<file path="config.mk">
export PLATFORM = sky130hd
export DESIGN_NAME = base32_encode_with_wrap_flat
export DESIGN_NICKNAME = d
export VERILOG_FILES = /design/src/design/b32enc_pkg.sv /design/src/design/b32enc_if.sv /design/src/design/b32enc_front.sv /design/src/design/b32enc_queue.sv /design/src/design/b32enc_back.sv /design/src/design/base32_encode_with_wrap.sv /design/src/flat_wrapper.sv
export SDC_FILE = /design/constraint.sdc
export NUM_CORES = 1
export LEC_CHECK = 0
export BUFFER_PORTS_ARGS = -buffer_cell sky130_fd_sc_hd__buf_2
export CAP_MARGIN = 20
export CORE_ASPECT_RATIO = 1.2
export CORE_UTILIZATION = 40
export CTS_CLUSTER_DIAMETER = 100
export DETAILED_ROUTE_END_ITERATION = 6
export HOLD_SLACK_MARGIN = 0.05
export PLACE_DENSITY = 0.67
export SLEW_MARGIN = 30
export SYNTH_ARGS = -nofsm -noshare
export SYNTH_HDL_FRONTEND = slang
export SYNTH_SLANG_ARGS = --single-unit
export TNS_END_PERCENT = 20
</file>
<file path="constraint.sdc">
create_clock -name clk_i -period 7.4 [get_ports clk_i]
set_input_delay 0.74 -clock clk_i [delete_from_list [all_inputs] [get_ports clk_i]]
set_output_delay 0.74 -clock clk_i [all_outputs]
set_load 0.02 [all_outputs]
</file>
<file path="src/design/b32enc_pkg.sv">
package b32enc_pkg;

  localparam int unsigned GroupBits  = 40;
  localparam int unsigned CountW     = 3;
  localparam int unsigned WrapW      = 10;
  localparam int unsigned CharW      = 7;
  localparam int unsigned QueueDepth = 2;

  localparam logic [CharW-1:0] PadChar     = 7'd61;
  localparam logic [CharW-1:0] NewlineChar = 7'd10;
  localparam logic [CountW-1:0] FullCount  = 3'd4;

  typedef struct packed {
    logic [GroupBits-1:0] bits;
    logic [CountW-1:0]    count;
    logic                 last;
  } group_t;

  function automatic logic [CharW-1:0] b32_char(input logic [4:0] idx);
    logic [CharW-1:0] res;
    if (idx < 5'd26) begin
      res = 7'd65 + {2'b00, idx};
    end else begin
      res = 7'd24 + {2'b00, idx};
    end
    return res;
  endfunction

endpackage

</file>
<file path="src/design/b32enc_if.sv">
interface b32enc_byte_if;
  logic       valid;
  logic       ready;
  logic [7:0] data_byte;
  logic       last_byte;

  modport source (output valid, output data_byte, output last_byte, input ready);
  modport sink (input valid, input data_byte, input last_byte, output ready);
endinterface

interface b32enc_char_if;
  logic       valid;
  logic       ready;
  logic [6:0] out_char;
  logic       out_last;

  modport source (output valid, output out_char, output out_last, input ready);
  modport sink (input valid, input out_char, input out_last, output ready);
endinterface

</file>
<file path="src/design/b32enc_front.sv">
module b32enc_front (
  input  logic                  clk_i,
  input  logic                  rst_ni,
  b32enc_byte_if.sink           byte_in,
  input  logic                  full_i,
  output logic                  push_o,
  output b32enc_pkg::group_t    push_data_o
);
  import b32enc_pkg::*;

  logic [GroupBits-1:0] bits_q, bits_d;
  logic [CountW-1:0]    count_q, count_d;
  logic [GroupBits-1:0] ins;
  logic                 fire;
  logic                 complete;

  assign byte_in.ready = !full_i;
  assign fire          = byte_in.valid && byte_in.ready;
  assign complete      = (count_q == FullCount) || byte_in.last_byte;

  always_comb begin
    ins = {byte_in.data_byte, 32'd0} >> {count_q, 3'b000};
    push_data_o.bits  = bits_q | ins;
    push_data_o.count = count_q + 3'd1;
    push_data_o.last  = byte_in.last_byte;
    push_o            = fire && complete;
  end

  always_comb begin
    bits_d  = bits_q;
    count_d = count_q;
    if (fire) begin
      if (complete) begin
        bits_d  = '0;
        count_d = '0;
      end else begin
        bits_d  = push_data_o.bits;
        count_d = push_data_o.count;
      end
    end
  end

  always_ff @(posedge clk_i or negedge rst_ni) begin
    if (!rst_ni) begin
      bits_q  <= '0;
      count_q <= '0;
    end else begin
      bits_q  <= bits_d;
      count_q <= count_d;
    end
  end

  a_count_range: assert property (@(posedge clk_i) disable iff (!rst_ni)
    count_q <= FullCount)
    else $error("group count out of range");

endmodule

</file>
<file path="src/design/b32enc_queue.sv">
module b32enc_queue #(
  parameter int unsigned Depth = b32enc_pkg::QueueDepth
) (
  input  logic               clk_i,
  input  logic               rst_ni,
  input  logic               push_i,
  input  b32enc_pkg::group_t push_data_i,
  output logic               full_o,
  input  logic               pop_i,
  output b32enc_pkg::group_t head_o,
  output logic               empty_o
);
  import b32enc_pkg::*;

  localparam int unsigned PtrW = (Depth > 1) ? $clog2(Depth) : 1;
  localparam int unsigned CntW = $clog2(Depth + 1);

  group_t            mem_q [Depth];
  logic [PtrW-1:0]   wr_ptr_q, wr_ptr_d;
  logic [PtrW-1:0]   rd_ptr_q, rd_ptr_d;
  logic [CntW-1:0]   cnt_q, cnt_d;

  assign full_o  = (cnt_q == CntW'(Depth));
  assign empty_o = (cnt_q == '0);
  assign head_o  = mem_q[rd_ptr_q];

  always_comb begin
    wr_ptr_d = wr_ptr_q;
    rd_ptr_d = rd_ptr_q;
    cnt_d    = cnt_q;
    if (push_i) begin
      wr_ptr_d = (wr_ptr_q == PtrW'(Depth - 1)) ? '0 : wr_ptr_q + PtrW'(1);
    end
    if (pop_i) begin
      rd_ptr_d = (rd_ptr_q == PtrW'(Depth - 1)) ? '0 : rd_ptr_q + PtrW'(1);
    end
    if (push_i && !pop_i) begin
      cnt_d = cnt_q + CntW'(1);
    end else if (pop_i && !push_i) begin
      cnt_d = cnt_q - CntW'(1);
    end
  end

  always_ff @(posedge clk_i) begin
    if (push_i) begin
      mem_q[wr_ptr_q] <= push_data_i;
    end
  end

  always_ff @(posedge clk_i or negedge rst_ni) begin
    if (!rst_ni) begin
      wr_ptr_q <= '0;
      rd_ptr_q <= '0;
      cnt_q    <= '0;
    end else begin
      wr_ptr_q <= wr_ptr_d;
      rd_ptr_q <= rd_ptr_d;
      cnt_q    <= cnt_d;
    end
  end

  a_no_overflow: assert property (@(posedge clk_i) disable iff (!rst_ni)
    push_i |-> !full_o)
    else $error("push into full queue");

  a_no_underflow: assert property (@(posedge clk_i) disable iff (!rst_ni)
    pop_i |-> !empty_o)
    else $error("pop from empty queue");

endmodule

</file>
<file path="src/design/b32enc_back.sv">
module b32enc_back (
  input  logic                                clk_i,
  input  logic                                rst_ni,
  input  logic [b32enc_pkg::WrapW-1:0]        line_wrap_i,
  input  b32enc_pkg::group_t                  head_i,
  input  logic                                empty_i,
  output logic                                pop_o,
  b32enc_char_if.source                       char_out
);
  import b32enc_pkg::*;

  logic             busy_q, busy_d;
  group_t           grp_q, grp_d;
  logic [2:0]       pos_q, pos_d;
  logic [WrapW-1:0] col_q, col_d;
  logic             ovalid_q, ovalid_d;
  logic [CharW-1:0] ochar_q, ochar_d;
  logic             olast_q, olast_d;

  logic             adv;
  logic             emit;
  logic             nl;
  logic             pad;
  logic             last_char;
  logic [5:0]       pos5;
  logic [5:0]       cnt8;

  assign char_out.valid    = ovalid_q;
  assign char_out.out_char = ochar_q;
  assign char_out.out_last = olast_q;

  always_comb begin
    adv       = !ovalid_q || char_out.ready;
    emit      = busy_q && adv;
    nl        = (line_wrap_i != '0) && (col_q >= line_wrap_i);
    pos5      = {1'b0, pos_q, 2'b00} + {3'b000, pos_q};
    cnt8      = {grp_q.count, 3'b000};
    pad       = pos5 >= cnt8;
    last_char = emit && !nl && (pos_q == 3'd7);
    pop_o     = !empty_i && (!busy_q || last_char);
  end

  always_comb begin
    busy_d   = busy_q;
    grp_d    = grp_q;
    pos_d    = pos_q;
    col_d    = col_q;
    ovalid_d = ovalid_q;
    ochar_d  = ochar_q;
    olast_d  = olast_q;
    if (emit) begin
      ovalid_d = 1'b1;
      if (nl) begin
        ochar_d = NewlineChar;
        olast_d = 1'b0;
        col_d   = '0;
      end else begin
        ochar_d    = pad ? PadChar : b32_char(grp_q.bits[GroupBits-1 -: 5]);
        olast_d    = grp_q.last && (pos_q == 3'd7);
        col_d      = col_q + WrapW'(1);
        pos_d      = pos_q + 3'd1;
        grp_d.bits = {grp_q.bits[GroupBits-6:0], 5'd0};
      end
    end else if (adv) begin
      ovalid_d = 1'b0;
    end
    if (last_char) begin
      busy_d = 1'b0;
      if (grp_q.last) begin
        col_d = '0;
      end
    end
    if (pop_o) begin
      busy_d = 1'b1;
      grp_d  = head_i;
      pos_d  = '0;
    end
  end

  always_ff @(posedge clk_i) begin
    grp_q   <= grp_d;
    ochar_q <= ochar_d;
    olast_q <= olast_d;
  end

  always_ff @(posedge clk_i or negedge rst_ni) begin
    if (!rst_ni) begin
      busy_q   <= 1'b0;
      pos_q    <= '0;
      col_q    <= '0;
      ovalid_q <= 1'b0;
    end else begin
      busy_q   <= busy_d;
      pos_q    <= pos_d;
      col_q    <= col_d;
      ovalid_q <= ovalid_d;
    end
  end

  a_nl_not_last: assert property (@(posedge clk_i) disable iff (!rst_ni)
    (ovalid_q && ochar_q == NewlineChar) |-> !olast_q)
    else $error("newline beat marked last");

  a_col_clear: assert property (@(posedge clk_i) disable iff (!rst_ni)
    (last_char && grp_q.last) |=> col_q == '0)
    else $error("column not cleared at message end");

endmodule

</file>
<file path="src/design/base32_encode_with_wrap.sv">
// Channel   Dir  Handshake             Payload
// byte_in   in   valid/ready           data_byte[7:0], last_byte
// char_out  out  valid/ready           out_char[6:0], out_last
// cfg       in   cfg_we_i (no ready)   cfg_wdata_i[9:0] = line_wrap
//
// Output runs at one character per cycle while groups are queued and out is ready:
// the back end emits eight characters per group plus a newline beat at each wrap.
// Input takes one byte per cycle while the group queue has room.
// A byte's group leaves the front the cycle it completes; the first character is
// registered after the back end loads the group, and an output stall can hold it.
// Reset (rst_ni low, asynchronous) clears group, queue, column and line_wrap.
// Output stalls hold the back end; a full queue holds the input.
module base32_encode_with_wrap #(
  parameter int unsigned QueueDepth = b32enc_pkg::QueueDepth
) (
  input  logic                           clk_i,
  input  logic                           rst_ni,
  input  logic                           cfg_we_i,
  input  logic [b32enc_pkg::WrapW-1:0]   cfg_wdata_i,
  b32enc_byte_if.sink                    byte_in,
  b32enc_char_if.source                  char_out
);
  import b32enc_pkg::*;

  logic [WrapW-1:0] line_wrap_q;
  logic             push;
  group_t           push_data;
  logic             full;
  logic             pop;
  group_t           head;
  logic             empty;

  always_ff @(posedge clk_i or negedge rst_ni) begin
    if (!rst_ni) begin
      line_wrap_q <= '0;
    end else if (cfg_we_i) begin
      line_wrap_q <= cfg_wdata_i;
    end
  end

  b32enc_front u_front (
    .clk_i       (clk_i),
    .rst_ni      (rst_ni),
    .byte_in     (byte_in),
    .full_i      (full),
    .push_o      (push),
    .push_data_o (push_data)
  );

  b32enc_queue #(
    .Depth (QueueDepth)
  ) u_queue (
    .clk_i       (clk_i),
    .rst_ni      (rst_ni),
    .push_i      (push),
    .push_data_i (push_data),
    .full_o      (full),
    .pop_i       (pop),
    .head_o      (head),
    .empty_o     (empty)
  );

  b32enc_back u_back (
    .clk_i       (clk_i),
    .rst_ni      (rst_ni),
    .line_wrap_i (line_wrap_q),
    .head_i      (head),
    .empty_i     (empty),
    .pop_o       (pop),
    .char_out    (char_out)
  );

endmodule
</file>
<file path="src/flat_wrapper.sv">
// flat-port wrapper written by rule: the top's interface ports become plain ports
module base32_encode_with_wrap_flat import b32enc_pkg::*;
#(
  parameter int unsigned QueueDepth = b32enc_pkg::QueueDepth
)
  (clk_i, rst_ni, cfg_we_i, cfg_wdata_i, byte_in_valid, byte_in_data_byte, byte_in_last_byte, byte_in_ready, char_out_valid, char_out_out_char, char_out_out_last, char_out_ready);
  b32enc_byte_if byte_in_i ();
  b32enc_char_if char_out_i ();
  input  logic clk_i;
  input  logic rst_ni;
  input  logic cfg_we_i;
  input  logic [b32enc_pkg::WrapW-1:0] cfg_wdata_i;
  input wire logic [$bits(byte_in_i.valid)-1:0] byte_in_valid;
  input wire logic [$bits(byte_in_i.data_byte)-1:0] byte_in_data_byte;
  input wire logic [$bits(byte_in_i.last_byte)-1:0] byte_in_last_byte;
  output wire logic [$bits(byte_in_i.ready)-1:0] byte_in_ready;
  output wire logic [$bits(char_out_i.valid)-1:0] char_out_valid;
  output wire logic [$bits(char_out_i.out_char)-1:0] char_out_out_char;
  output wire logic [$bits(char_out_i.out_last)-1:0] char_out_out_last;
  input wire logic [$bits(char_out_i.ready)-1:0] char_out_ready;
  assign byte_in_i.valid = byte_in_valid;
  assign byte_in_i.data_byte = byte_in_data_byte;
  assign byte_in_i.last_byte = byte_in_last_byte;
  assign byte_in_ready = byte_in_i.ready;
  assign char_out_valid = char_out_i.valid;
  assign char_out_out_char = char_out_i.out_char;
  assign char_out_out_last = char_out_i.out_last;
  assign char_out_i.ready = char_out_ready;
  base32_encode_with_wrap #(.QueueDepth(QueueDepth)) u_core (.clk_i(clk_i), .rst_ni(rst_ni), .cfg_we_i(cfg_we_i), .cfg_wdata_i(cfg_wdata_i), .byte_in(byte_in_i), .char_out(char_out_i));
endmodule
</file>
## Word level (Yosys, flattened, before mapping)

Memories as Yosys holds them, arrays and structs flattened.
Index checks and enable logic that the tools add are counted.

- Add/subtract/negate cells: 10
- $lt $le $gt $ge: 3
- Eq/ne operators: 4
- Shift operators: 1
- Multiplexer cells: 24
- Bitwise logic cells: 1
- Reductions and logical operators: 28

Operator list:

| cell | count |
|---|---|
| 40-bit 2-to-1 mux | 3 |
| 44-bit 2-to-1 mux | 1 |
| 10-bit 2-to-1 mux | 4 |
| 40-bit bitwise OR | 1 |
| 40-bit by 6-bit >> shifter with 40-bit output | 1 |
| 3-bit 2-to-1 mux | 4 |
| 10-bit by 1-bit adder with 10-bit output, second input constant | 1 |
| 10-bit greater-or-equal comparator | 1 |
| 1-bit logical AND | 10 |
| 10-bit nonzero test | 1 |
| 1-bit 2-to-1 mux | 8 |
| 2-bit nonzero test | 4 |
| 7-bit by 5-bit adder with 7-bit output, first input constant | 1 |
| 1-bit logical NOT | 7 |
| 7-bit 2-to-1 mux | 1 |
| 3-bit by 1-bit adder with 3-bit output, second input constant | 2 |
| 5-bit by 3-bit adder with 6-bit output | 1 |
| 5-bit by 5-bit adder with 6-bit output, first input constant | 1 |
| 3-bit == test, second input constant | 2 |
| 6-bit greater-or-equal comparator | 1 |
| 6-bit 2-to-1 mux | 1 |
| 5-bit less-than comparator, second input constant | 1 |
| 2-bit 2-to-1 mux | 2 |
| 1-bit logical OR | 3 |
| other kinds (8) | 9 |

- Register bits after elaboration: 124
- Bits in writable memories: 88
- Bits of input ports: 24
- Logic and storage cells: 88
- Memories kept: 1

Memory list:

| name | words | bits a word | rd ports | clocked after memory_dff | write ports | RTL line | text |
|---|---|---|---|---|---|---|---|
| u_core.u_queue.mem_q | 2 | 44 | 1 | 0 | 1 | b32enc_queue.sv:18 | `group_t mem_q [Depth];` |

## Longest topological paths before layout

Gate-level depths: netlist of the first run.

- Word-level depth: 10
- Mapped depth: 13
- Gate-level depth less buffers: 11

## Hierarchy

From an unflattened synthesis of the first run, not the netlist that was laid out.

- Cells, all modules: 662
- Area, all modules: 9,651.8 µm²

By module, submodules not included:

| module | instances | cells each | area each (µm²) | seq. area each (µm²) |
|---|---|---|---|---|
| b32enc_back | 1 | 276 | 3,595.9 | 1,936.9 |
| b32enc_queue | 1 | 153 | 3,562.2 | 2,742.6 |
| b32enc_front | 1 | 212 | 2,082.0 | 1,076.0 |
| base32_encode_with_wrap | 1 | 21 | 411.6 | 250.2 |

## Least setup slack after synthesis of the first run

Ideal clock, no wire load.

- Path kind: reg-to-reg
- Start point: reg u_core.u_back.col_q[3]
- End point: reg u_core.u_back.grp_q[10] (netlist name), enable pin
- Library setup time: 0.493 ns
- Arrival: 4.586 ns
- Required time: 6.907 ns
- Setup slack: 2.321 ns
- Cell stages (with the launch flop): 9
- Buffers on the path: 1
- Period minus slack after synthesis: 5.079 ns
- Cell sequence: dfrtp_1 > ha_1 > a211o_1 > o211ai_1 > o21ai_1 > a21o_1 > and2_1 > clkbuf_1 > o21ai_0

- Word-level cells in the longest chain between the ends: 9
- Elaborated cells between the ends (all ways): 10

RTL lines:

| item | RTL line | text |
|---|---|---|
| from (decl) | b32enc_back.sv:15 | `logic [WrapW-1:0] col_q, col_d;` |
| from (signal assigned) | b32enc_back.sv:95 | `col_q <= col_d;` |
| 10-bit greater-or-equal comparator * | b32enc_back.sv:35 | `nl = (line_wrap_i != '0) && (col_q >= line_wrap_i);` |
| 1-bit logical AND * | b32enc_back.sv:35 |  |
| 1-bit logical NOT | b32enc_back.sv:39 | `last_char = emit && !nl && (pos_q == 3'd7);` |
| 1-bit logical AND (2 in series) | b32enc_back.sv:39 |  |
| 1-bit logical OR | b32enc_back.sv:40 | `pop_o = !empty_i && (!busy_q \|\| last_char);` |
| 1-bit logical AND | b32enc_back.sv:40 |  |
| 2-bit by 1-bit != test with 1-bit output (no line) or 2-bit nonzero test (tied branches) | -- |  |
| 2-bit AND reduction (no line) * | -- |  |
| to (signal assigned) | b32enc_back.sv:81 | `grp_q <= grp_d;` |
| to (decl) | b32enc_back.sv:13 | `group_t grp_q, grp_d;` |

Mark *: on every way between the ends. The rest lies on a longest branch, timed or not.
A chain may end at the register's enable or synchronous reset.

## Final worst setup path of the first run

- Start point: reg u_core.u_back.col_q[7]
- End point: reg u_core.u_queue.cnt_q[1]

- Word-level cells in the longest chain between the ends: 10
- Elaborated cells between the ends (all ways): 12

RTL lines:

| item | RTL line | text |
|---|---|---|
| 10-bit greater-or-equal comparator * | b32enc_back.sv:35 |  |
| 1-bit logical AND * | b32enc_back.sv:35 |  |
| 1-bit logical NOT * | b32enc_back.sv:39 |  |
| 1-bit logical AND * (2 in series) | b32enc_back.sv:39 |  |
| 1-bit logical OR * | b32enc_back.sv:40 |  |
| 1-bit logical AND * | b32enc_back.sv:40 |  |
| 1-bit logical NOT | b32enc_queue.sv:37 | `if (push_i && !pop_i) begin` |
| 1-bit logical AND | b32enc_queue.sv:37 |  |
| 2-bit 2-to-1 mux or 2-bit nonzero test (tied branches) | -- |  |
| to (signal assigned) | b32enc_queue.sv:58 | `cnt_q <= cnt_d;` |
| to (decl) | b32enc_queue.sv:21 | `logic [CntW-1:0] cnt_q, cnt_d;` |

Marks and branches as above.

==> results of run 1 <==
==> logic make-up (layout without fill, tap and decap cells) <==
kind of cell               Yosys count  count (layout)  share of synthesized area, %
AOI/OAI and AO/OA                  174             174                          12.0
buffers and inverters               66             108                          3.25
muxes                               48              48                          5.34
adders and majority gates           25              25                          3.43
xor gates and xnor gates            10              10                          1.04
DFF                                212             212                          65.9
and+or+nand+nor                    182             182                          9.06
==> final cells by class <==
type,count,area (um^2),area share (%)
inverters,26,97.6,0.954
well taps,279,349,3.41
clock inverters,11,85.1,0.832
multi-input cells,439,2860,27.9
flip-flops and latches,212,6010,58.7
repair buffers,42,239,2.34
clock buffers,29,598,5.85
==> path summary, 6_finish.rpt <==
check                                                  to  slack (ns)  cells past startpoint
worst max register to register    u_core.u_queue.cnt_q[1]        3.67                     12
max in group asynchronous         u_core.u_queue.rd_ptr_q        6.64                      1
worst min-delay path                u_core.line_wrap_q[1]        0.23                      1
worst min register to register  u_core.u_front.bits_q[12]        0.50                      2
min in group clk_i                  u_core.line_wrap_q[2]        0.45                      3
worst max-delay path              u_core.u_queue.cnt_q[1]        3.67                     12
==> metrics by stage <==
step	utilization [%]	total power, W
finish	45.7	0.00415
global route	45.7	0.00441
CTS	45.7	0.00419
detailed placement	42.6	0.00313
global placement	42.6	0.00308
floorplan	-	0.00277
==> synthesized netlist by cell type, types with 2 or more instances <==
| cell type | instances |
|---|---|
| a31oi_1 | 2 |
| xor2_1 | 6 |
| a211oi_1 | 2 |
| mux2i_1 | 43 |
| xnor2_1 | 3 |
| ha_1 | 25 |
| o31ai_1 | 6 |
| nor3_1 | 7 |
| o21ai_0 | 25 |
| or2_2 | 2 |
| edfxtp_1 | 140 |
| a21oi_1 | 31 |
| nor2_1 | 52 |
| buf_6 | 5 |
| and2_1 | 3 |
| clkbuf_2 | 8 |
| o21ai_1 | 34 |
| clkbuf_1 | 25 |
| dfrtp_1 | 72 |
| nor4_1 | 2 |
| a21o_1 | 41 |
| nand2b_1 | 4 |
| nand3b_1 | 2 |
| a21boi_0 | 20 |
| a2bb2oi_1 | 4 |
| mux2_2 | 5 |
| inv_1 | 26 |
| nand2_1 | 53 |
| nand4_1 | 4 |
| and3_1 | 5 |
| and4_1 | 2 |
| nand3_1 | 43 |
==> flip-flops by register name (all words and copies together), names as in the netlist, 3 cells and up <==
register / cells
u_core.u_front.count_q: 3
u_core.u_back.cnt8: 3
u_core.u_back.grp_q: 41
u_core.u_back.char_out.out_char: 7
u_core.u_front.bits_q: 40
u_core.u_queue.mem_q: 88
u_core.u_back.col_q: 10
u_core.u_back.pos_q: 3
u_core.line_wrap_q: 10
==> power breakdown <==
| part | switching [W] | internal [W] | total [W] | leakage, nW |
|---|---|---|---|---|
| logic | 0.000743 | 0.000460 | 0.00120 | 1.88 |
| clock network | 0.000449 | 0.000606 | 0.00106 | 0.337 |
| registers | 0.000171 | 0.00172 | 0.00189 | 2.24 |
==> metal layers <==
| metal | part of all wire, % | global-route usage, % | vias to the layer above | wire (um) |
|---|---|---|---|---|
| met3 | 4.1 | 2.46 | 41 | 733 |
| li1 | - | - | 2656 | - |
| met1 | 45 | 20.6 | 2593 | 7970 |
| met2 | 47 | 25.5 | 100 | 8430 |
| met5 | 0 | 0 | - | 0 |
| met4 | 3.5 | 6.26 | 0 | 623 |
==> qor.yml, run 1 <==
run_status:
  status: "finished, final reports clean"
die:
  fp-row-count: 60
  die_x_um: 140
  io-pin-count: 34
  die_h_um: 167
  initial_utilization_pct: 40.8
  core_area_um2: 22400
  dieArea_um2: 23400
global_routing:
  grt_overflow: 0
  grt_pass1_wl_um: 28600
  grt_max_degree: 73
  grt_usage_pct: 15.5
  antenna_found_initial: 0
  first_global_vias: 5363
logic_synthesis:
  synth.area.top_cells: "edfxtp_1 (46%), dfrtp_1 (20%), mux2i_1 (4.7%)"
  ys_async_sr_fraction_pct: 34.0
  avgSynthCellArea_um2: 12.7
  seq_area_frac_synth_pct: 65.9
  ys_types: 47
  synth_warnings: 0
  synth_top_area_cell: "edfxtp_1"
  synth_nets: 766
  synth-seq-cells: 212
  synth_top_area_share_pct: 46.1
  syn_area_um2: 9120
  syn_inst: 717
  synth-edff-count: 140
  synth-main-ff-cell: "edfxtp_1"
cells_and_area:
  fillCellCount: 2013
  layout_commonest_cell: "edfxtp_1"
  final_cells: 1038
  diodes: 0
  finalInstanceArea_um2: 10200
  drive_gt1_share_pct: 12.0
  final_nets: 792
  final_cell_mix: "edfxtp_1 (140), dfrtp_1 (71), nand2_1 (53)"
  areaGrowthSynthToFinish_pct: 12.2
sta:
  finalClockSkew_ns: 0.0102
  finalHoldViolations: 0
  max_freq_mhz: 268
  rsz0062_at_grt: "false"
  finalSetupTns_ns: 0
  min_period_over_period_pct: 50.4
  drv_slew: 0
  worstMarginPinSlew_ns: 0.877
  setup_viol_count_final: 0
  period_needed_ns: 3.73
  relSlewSlack_pct: 41.1
  holdWs_ns: 0.233
  fin_ws_ns: 3.67
critical_path:
  worstSetupPathType: "flop to flop"
  cp_slowest_cell: "and2_1"
  slowest_delay_ns: 0.66
  path_cells: "ha_1, a21oi_1, o21ai_0, o32ai_1, a21oi_2, buf_4, and2_1, buf_4, ha_1, xor2_1, nor2_1, xor2_1"
  path_buf_inv: 2
  reg2reg_from: "u_core.u_back.col_q[7]"
  required_ns: 7.78
  crit_path_start_kind: "flop"
  startpoint: "u_core.u_back.col_q[7]"
  cp_max_fo: 36
  critPathCaptureType: "flop"
  crit_family: "compound AO/OA/AOI/OAI gates"
  critPathArrivalTime_ns: 4.11
clocking:
  clk_path_buf_depth: 3
  cts.sinks: 212
  post-cts-setup-buffers: 0
  cts_resized: 0
  cts_max_level: 1
  cts_tree: "built"
  holdBufCountCts: 0
  cts-root-buf: "clkbuf_16"
  clk_pin_slew_ns: 0.06
  worstSkewPairLatency_ns: 0.50
  cts_buffers: 22
routing:
  postRouteAntennaNets: 0
  post_drt_wl_per_cell_um: 17.1
  drt_iter0_markers: 279
  wl_um: 17800
  drc: 0
  dr.pass1.iters: 4
  vias_per_cell: 5.19
  vias: 5390
place:
  place_inst: 998
  io_buffers: 33
  gp_congestion: 0.800
  dp_slack_ns: 3.46
  place_area_um2: 9540
  dp_hpwl_um: 11900
power:
  p_per_area_nw_per_um2: 406
  p_leak_nw: 4.46
  ir_drop_mv: 0.207
job:
  cap_violations: 0
min_path:
  hp-class: "primary input to asynchronous set/reset pin"
Note: power is estimated with default switching activity, not from simulation.
==> inputs of run 2 (changes only) <==
PLACE_DENSITY = 0.69   (was 0.67)
clock period = 3.2 ns   (was 7.4 ns; I/O delays follow)
==> run 2 against run 1 <==
Net effect:
- sequential share of layout area decreased by 1.1 points
- global-route usage decreased by 0.11 points
- maximum frequency increased by 32%
- register-to-register slack got worse by 3.3 ns
- die area unchanged
==> qor.yml, run 2 (same netlist as run 1, synthesis figures left out) <==
run_status:
  status: "finished, final reports clean"
sta:
  max_freq_mhz: 354  # +32%
  drv_slew: 0  # unchanged
  finalClockSkew_ns: 0.0149  # +0.00471 ns
  finalHoldViolations: 0  # unchanged
  holdWs_ns: 0.144  # -0.0884 ns
  min_period_over_period_pct: 88.2  # +38 points
  worstMarginPinSlew_ns: 0.884  # +0.00636 ns
  finalSetupTns_ns: 0  # unchanged
  period_needed_ns: 2.82  # -0.905 ns
  setup_viol_count_final: 0  # unchanged
  relSlewSlack_pct: 40.6  # -0.43 points
  rsz0062_at_grt: "false"
global_routing:
  grt_max_degree: 46  # -37%
  grt_usage_pct: 15.4  # -0.11 points
  first_global_vias: 5371  # +0.15%
  grt_pass1_wl_um: 28500  # -0.24%
  grt_overflow: 0  # unchanged
  antenna_found_initial: 0  # unchanged
critical_path:
  cp_slowest_cell: "dfrtp_1"
  slowest_delay_ns: 0.43  # -0.23 ns
  path_cells: "ha_1, a21oi_1, o21ai_0, o32ai_1, a21oi_2, and2_1, buf_4, o21ai_1"
  crit_path_start_kind: "flop"
  crit_family: "compound AO/OA/AOI/OAI gates"
  critPathCaptureType: "flop"
  worstSetupPathType: "flop to flop"
  critPathArrivalTime_ns: 3.05  # -1.06 ns
  startpoint: "u_core.u_back.col_q[7]"
  reg2reg_from: "u_core.u_back.col_q[7]"
  required_ns: 3.43  # -4.35 ns
  cp_max_fo: 32  # -11%
  path_buf_inv: 1  # -1
power:
  p_leak_nw: 4.56  # +2.4%
  p_per_area_nw_per_um2: 926  # +130%
  ir_drop_mv: 0.386  # +87%
  power_w: 0.00966  # +130%
die:
  die_x_um: 140  # unchanged
  dieArea_um2: 23400  # unchanged
  io-pin-count: 34  # unchanged
  core_area_um2: 22400  # unchanged
  fp-row-count: 60  # unchanged
  die_h_um: 167  # unchanged
  initial_utilization_pct: 40.8  # unchanged
clocking:
  cts_max_level: 1  # unchanged
  worstSkewPairLatency_ns: 0.50  # about the same
  clk_path_buf_depth: 3  # unchanged
  cts_resized: 0  # unchanged
  clk_pin_slew_ns: 0.06  # about the same
  cts-root-buf: "clkbuf_16"
  cts_tree: "built"
  cts_buffers: 22  # unchanged
  cts.sinks: 212  # unchanged
min_path:
  hp-class: "primary input to flop"
  worstHoldStart: "byte_in_valid"
place:
  io_buffers: 33  # unchanged
  place_inst: 1005  # +0.70%
  dp_hpwl_um: 11600  # -2.2%
  gp_congestion: 0.818  # +2.3%
  place_area_um2: 9610  # +0.71%
cells_and_area:
  final_cells: 1057  # +1.8%
  largestRegisters: "u_core.u_queue.mem_q (88), u_core.u_back.grp_q (41), u_core.u_front.bits_q (40)"
  finalInstanceArea_um2: 10400  # +2.0%
  layout_commonest_cell: "edfxtp_1"
  largest_register_ffs: 88  # unchanged
  top_register: "u_core.u_queue.mem_q"
  drive_gt1_share_pct: 13.0  # +0.99 points
  diodes: 0  # unchanged
  final_cell_mix: "edfxtp_1 (140), dfrtp_1 (71), nand2_1 (53)"
  areaGrowthSynthToFinish_pct: 14.5
  final_nets: 811  # +2.4%
routing:
  drt_iter0_markers: 259  # -7.2%
  post_drt_wl_per_cell_um: 16.6  # -2.9%
  wl_um: 17600  # -1.1%
  drc: 0  # unchanged
  dr.pass1.iters: 4  # unchanged
  postRouteAntennaNets: 0  # unchanged
  vias: 5497  # +2.0%
  vias_per_cell: 5.20  # +0.15%
job:
  cap_violations: 0  # unchanged
-- run 2: cell types whose count changed in the layout (fill, tap and decap cells not counted), moves of 2 or more --
cell           previous run  this run
buf_12                    0         2
buf_4                     9        14
clkbuf_1                  6         2
clkbuf_8                  0         2
clkinv_1                  4         2
clkinv_2                  4         7
dlygate4sd3_1             0        12
nor3_2                    2         0
-- run 2: per-layer routing --
| metal | global-route usage, % | vias to the layer above | part of all wire (%) |
|---|---|---|---|
| li1 | - | 2703 | - |
| met1 | 20.3 | 2667 | 45 |
| met2 | 26.3 | 100 | 49 |
| met3 | 2.20 | 27 | 3.7 |
| met4 | 5.02 | 0 | 2.2 |
| met5 | 0 | - | 0 |
-- run 2: path summary, 6_finish.rpt --
check / depth (start not counted) / slack (ns) / to
setup reg to reg: 8 / 0.38 / u_core.u_back.grp_q[15]
hold / removal: 3 / 0.14 / u_core.u_front.count_q[2]
min in group asynchronous: 2 / 0.41 / u_core.line_wrap_q[0]
max in group asynchronous: 3 / 2.09 / u_core.u_front.bits_q[15]
setup / recovery: 8 / 0.38 / u_core.u_back.grp_q[15]
hold reg to reg: 2 / 0.50 / u_core.u_front.bits_q[10]
-- run 2: cell type report --
| type | instances | area [um^2] |
|---|---|---|
| clock buffers | 27 | 611 |
| clock inverters | 13 | 97.6 |
| fillers | 1987 | 11900 |
| inverters | 26 | 97.6 |
| multi-input cells | 439 | 2840 |
| flip-flops and latches | 212 | 6010 |
| well taps | 279 | 349 |
| repair buffers | 61 | 430 |
-- run 2: repair_timing --
action | in CTS | in global routing
setup buffers | 0 | 0
hold buffers | 12 | 0
endpoints found under the hold margin | 40 | 0
-- run 2: metrics by stage --
step | utilization (%) | worst slack, ns
3_5_place_dp | 42.9 | 0.361
4_1_cts | 46.6 | 0.346
6_report | 46.6 | 0.376
3_3_place_gp | 42.9 | 0.444
2_1_floorplan | - | 0.336
5_1_grt | 46.6 | 0.0994
-- run 2: worst register-to-register path, stage by stage, from the launching register on --
cell and delay, ns:
dfrtp_1 0.43, ha_1 0.33, a21oi_1 0.07, o21ai_0 0.42, o32ai_1 0.16, a21oi_2 0.16, and2_1 0.43, buf_4 0.40
o21ai_1 0.14
-- run 2: where the power goes --
part / internal (W) / switching [W] / leakage, nW / total, W
logic: 0.00112 / 0.00171 / 1.97 / 0.00283
registers: 0.00398 / 0.000378 / 2.24 / 0.00436
clock network: 0.00144 / 0.00103 / 0.354 / 0.00247
total: 0.00654 / 0.00312 / 4.56 / 0.00966
==> inputs of run 3 (changes only) <==
==> constraint.sdc (replaced) <==
create_clock -name clk_i -period 3.2 [get_ports clk_i]
set_input_delay 0.64 -clock clk_i [delete_from_list [all_inputs] [get_ports clk_i]]
set_output_delay 0.64 -clock clk_i [all_outputs]
set_load 0.02 [all_outputs]
==> run 3 against run 2 <==
Net effect:
- via count about the same
- cell count fell by 0.85%
- clock power up 9.7%
- critical path depth is the same
- non-clock buffer count decreased by 9
- sequential share of layout area is 0.19 points higher
- core utilization shrank 0.15 points
- sequential power barely moved
- first-iteration DRC count rose by 2.7%
- total power increased by 2.7%
==> qor.yml, run 3 (same netlist as run 1, synthesis figures left out) <==
sta:
  finalClockSkew_ns: 0.0247  # +0.00978 ns
  holdWs_ns: 0.173  # +0.0284 ns
  period_needed_ns: 2.90  # +0.0747 ns
  drv_slew: 0  # unchanged
  max_freq_mhz: 345  # -2.6%
  rsz0062_at_grt: "false"
  finalSetupTns_ns: 0  # unchanged
  finalHoldViolations: 0  # unchanged
  min_period_over_period_pct: 90.6  # +2.3 points
  relSlewSlack_pct: 39.6  # -1.1 points
  worstMarginPinSlew_ns: 0.900  # +0.0161 ns
  setup_viol_count_final: 0  # unchanged
critical_path:
  r2r_slack_ns: 0.30  # -0.07 ns
  crit_path_start_kind: "flop"
  cp_slowest_cell: "o21ai_0"
  critPathCaptureType: "flop"
  required_ns: 3.43  # about the same
  path_cells: "ha_1, a21oi_1, o21ai_0, o32ai_1, a21oi_2, and2_1, buf_4, o21ai_1"
  timing.rr.end: "u_core.u_back.grp_q[19]"
  slowest_delay_ns: 0.46  # +0.03 ns
  critPathArrivalTime_ns: 3.13  # +0.08 ns
  cp_max_fo: 31  # -3.1%
  worstSetupPathType: "flop to flop"
  r2r_cells: 8  # unchanged
  reg2reg_from: "u_core.u_back.col_q[7]"
cells_and_area:
  final_util_pct: 46.5  # -0.15 points
  largestRegisters: "u_core.u_queue.mem_q (88), u_core.u_back.grp_q (41), u_core.u_front.bits_q (40)"
  areaGrowthSynthToFinish_pct: 14.1
  fillCellCount: 1967  # -1.0%
  final_cells: 1048  # -0.85%
  drive_gt1_share_pct: 13.5  # +0.54 points
  final_nets: 802  # -1.1%
  multi_input_area_um2: 2840  # unchanged
  layout_commonest_cell: "edfxtp_1"
  seq_area_um2: 6010  # unchanged
  largest_register_ffs: 88  # unchanged
  top_register: "u_core.u_queue.mem_q"
  diodes: 0  # unchanged
  final_cell_mix: "edfxtp_1 (140), dfrtp_1 (71), nand2_1 (53)"
routing:
  dr.pass1.iters: 4  # unchanged
  vias: 5498  # +0.018%
  postRouteAntennaNets: 0  # unchanged
  vias_per_cell: 5.25  # +0.88%
  post_drt_wl_per_cell_um: 16.8  # +1.2%
  drt_iter0_markers: 266  # +2.7%
  drc: 0  # unchanged
  wl_um: 17600  # +0.33%
power:
  power.share.switching_pct: 31.8  # -0.45 points
  power_frac_clock_pct: 27.4  # +1.8 points
  ir_drop_mv: 0.432  # +12%
  p_sw_w: 0.00316  # +1.3%
  p_per_area_nw_per_um2: 953  # +3.0%
  p_leak_nw: 4.54  # -0.45%
  p_comb_share_pct: 28.6  # -0.7 points
  p_seq_share_pct: 44.0  # -1.1 points
  power_w: 0.00992  # +2.7%
  internal-power_w: 0.00676  # +3.4%
clocking:
  holdBufCountCts: 0  # -12
  cts-root-buf: "clkbuf_16"
  cts_buffers: 22  # unchanged
  cts.sinks: 212  # unchanged
  clk_pin_slew_ns: 0.06  # about the same
  cts_tree: "built"
  worstSkewPairLatency_ns: 0.51  # about the same
  post-cts-setup-buffers: 0  # unchanged
  clk_path_buf_depth: 3  # unchanged
  cts_resized: 0  # unchanged
  cts_max_level: 1  # unchanged
die:
  initial_utilization_pct: 40.8  # unchanged
  fp-row-count: 60  # unchanged
  dieArea_um2: 23400  # unchanged
  core_area_um2: 22400  # unchanged
  die_x_um: 140  # unchanged
  io-pin-count: 34  # unchanged
  die_h_um: 167  # unchanged
global_routing:
  first_global_vias: 5342  # -0.54%
  grt_max_degree: 46  # unchanged
  grt_pass1_wl_um: 28400  # -0.24%
  grt_usage_pct: 15.3  # -0.095 points
  antenna_found_initial: 0  # unchanged
  grt_overflow: 0  # unchanged
run_status:
  status: "finished, final reports clean"
place:
  dp_hpwl_um: 11900  # +2.2%
  io_buffers: 33  # unchanged
  gp_congestion: 0.808  # -1.2%
  place_inst: 1008  # +0.30%
min_path:
  hp-class: "primary input to asynchronous set/reset pin"
job:
  cap_violations: 0  # unchanged
-- run 3: cell count changes in the layout (fill, tap and decap cells not counted), sizes merged --
cell / change
bufinv: +3
clkinvlp: +2
clkbuf: +1
inv: -1
dlygate4sd3: -12
clkinv: -5
buf: +3
-- run 3: how the worst max path moves through the flow --
stage / from / to / depth (start not counted)
after floorplan: u_core.u_back.col_q[3] / u_core.u_back.grp_q[10] / 8
after global placement: u_core.u_back.col_q[7] / u_core.u_back.grp_q[43] / 8
after detailed placement: u_core.u_back.col_q[7] / u_core.u_back.grp_q[43] / 8
after CTS: u_core.u_back.col_q[7] / u_core.u_back.grp_q[19] / 8
after global routing: u_core.u_back.col_q[7] / u_core.u_back.grp_q[12] / 8
final: u_core.u_back.col_q[7] / u_core.u_back.grp_q[19] / 8
-- run 3: power by group through the flow --
stage	logic, W	clock network, W	registers [W]
4_1_cts	0.00287	0.00277	0.00437
6_report	0.00284	0.00271	0.00437
3_5_place_dp	0.00285	0	0.00442
5_1_grt	0.00317	0.00288	0.00445
3_3_place_gp	0.00277	0	0.00439
2_1_floorplan	0.00204	0	0.00436
-- run 3: final cells by class --
class,count,share of cell area [%]
clock buffers,28,5.80
multi-input cells,439,27.3
inverters,26,0.938
well taps,279,3.36
repair buffers,52,3.08
clock inverters,12,1.74
flip-flops and latches,212,57.8
-- run 3: per-layer routing --
metal  vias up  GRT usage (%)  wire [um]  share of wire (%)
li1       2685              -          -                  -
met1      2662           19.9       7820                 44
met2       120           26.3       8640                 49
met3        31           2.37        737                4.2
met4         0           4.92        405                2.3
met5         -              0          0                  0
-- run 3: metrics by stage --
stage                     cell area [um^2]  worst slack [ns]
final                                10400             0.302
after floorplan                       9140             0.336
after CTS                            10400             0.282
after detailed placement              9620             0.318
after global placement                9620             0.434
after global routing                 10400             0.101
-- run 3: worst max-delay path, delay by kind of cell (launching register included) --
kind / cells / cell delay (ns)
AO/OA/AOI/OAI: 5 / 1.01
adder cells (fa/ha/maj): 1 / 0.33
buffers and inverters: 1 / 0.40
flip-flops: 1 / 0.43
AND/OR/NAND/NOR: 1 / 0.45
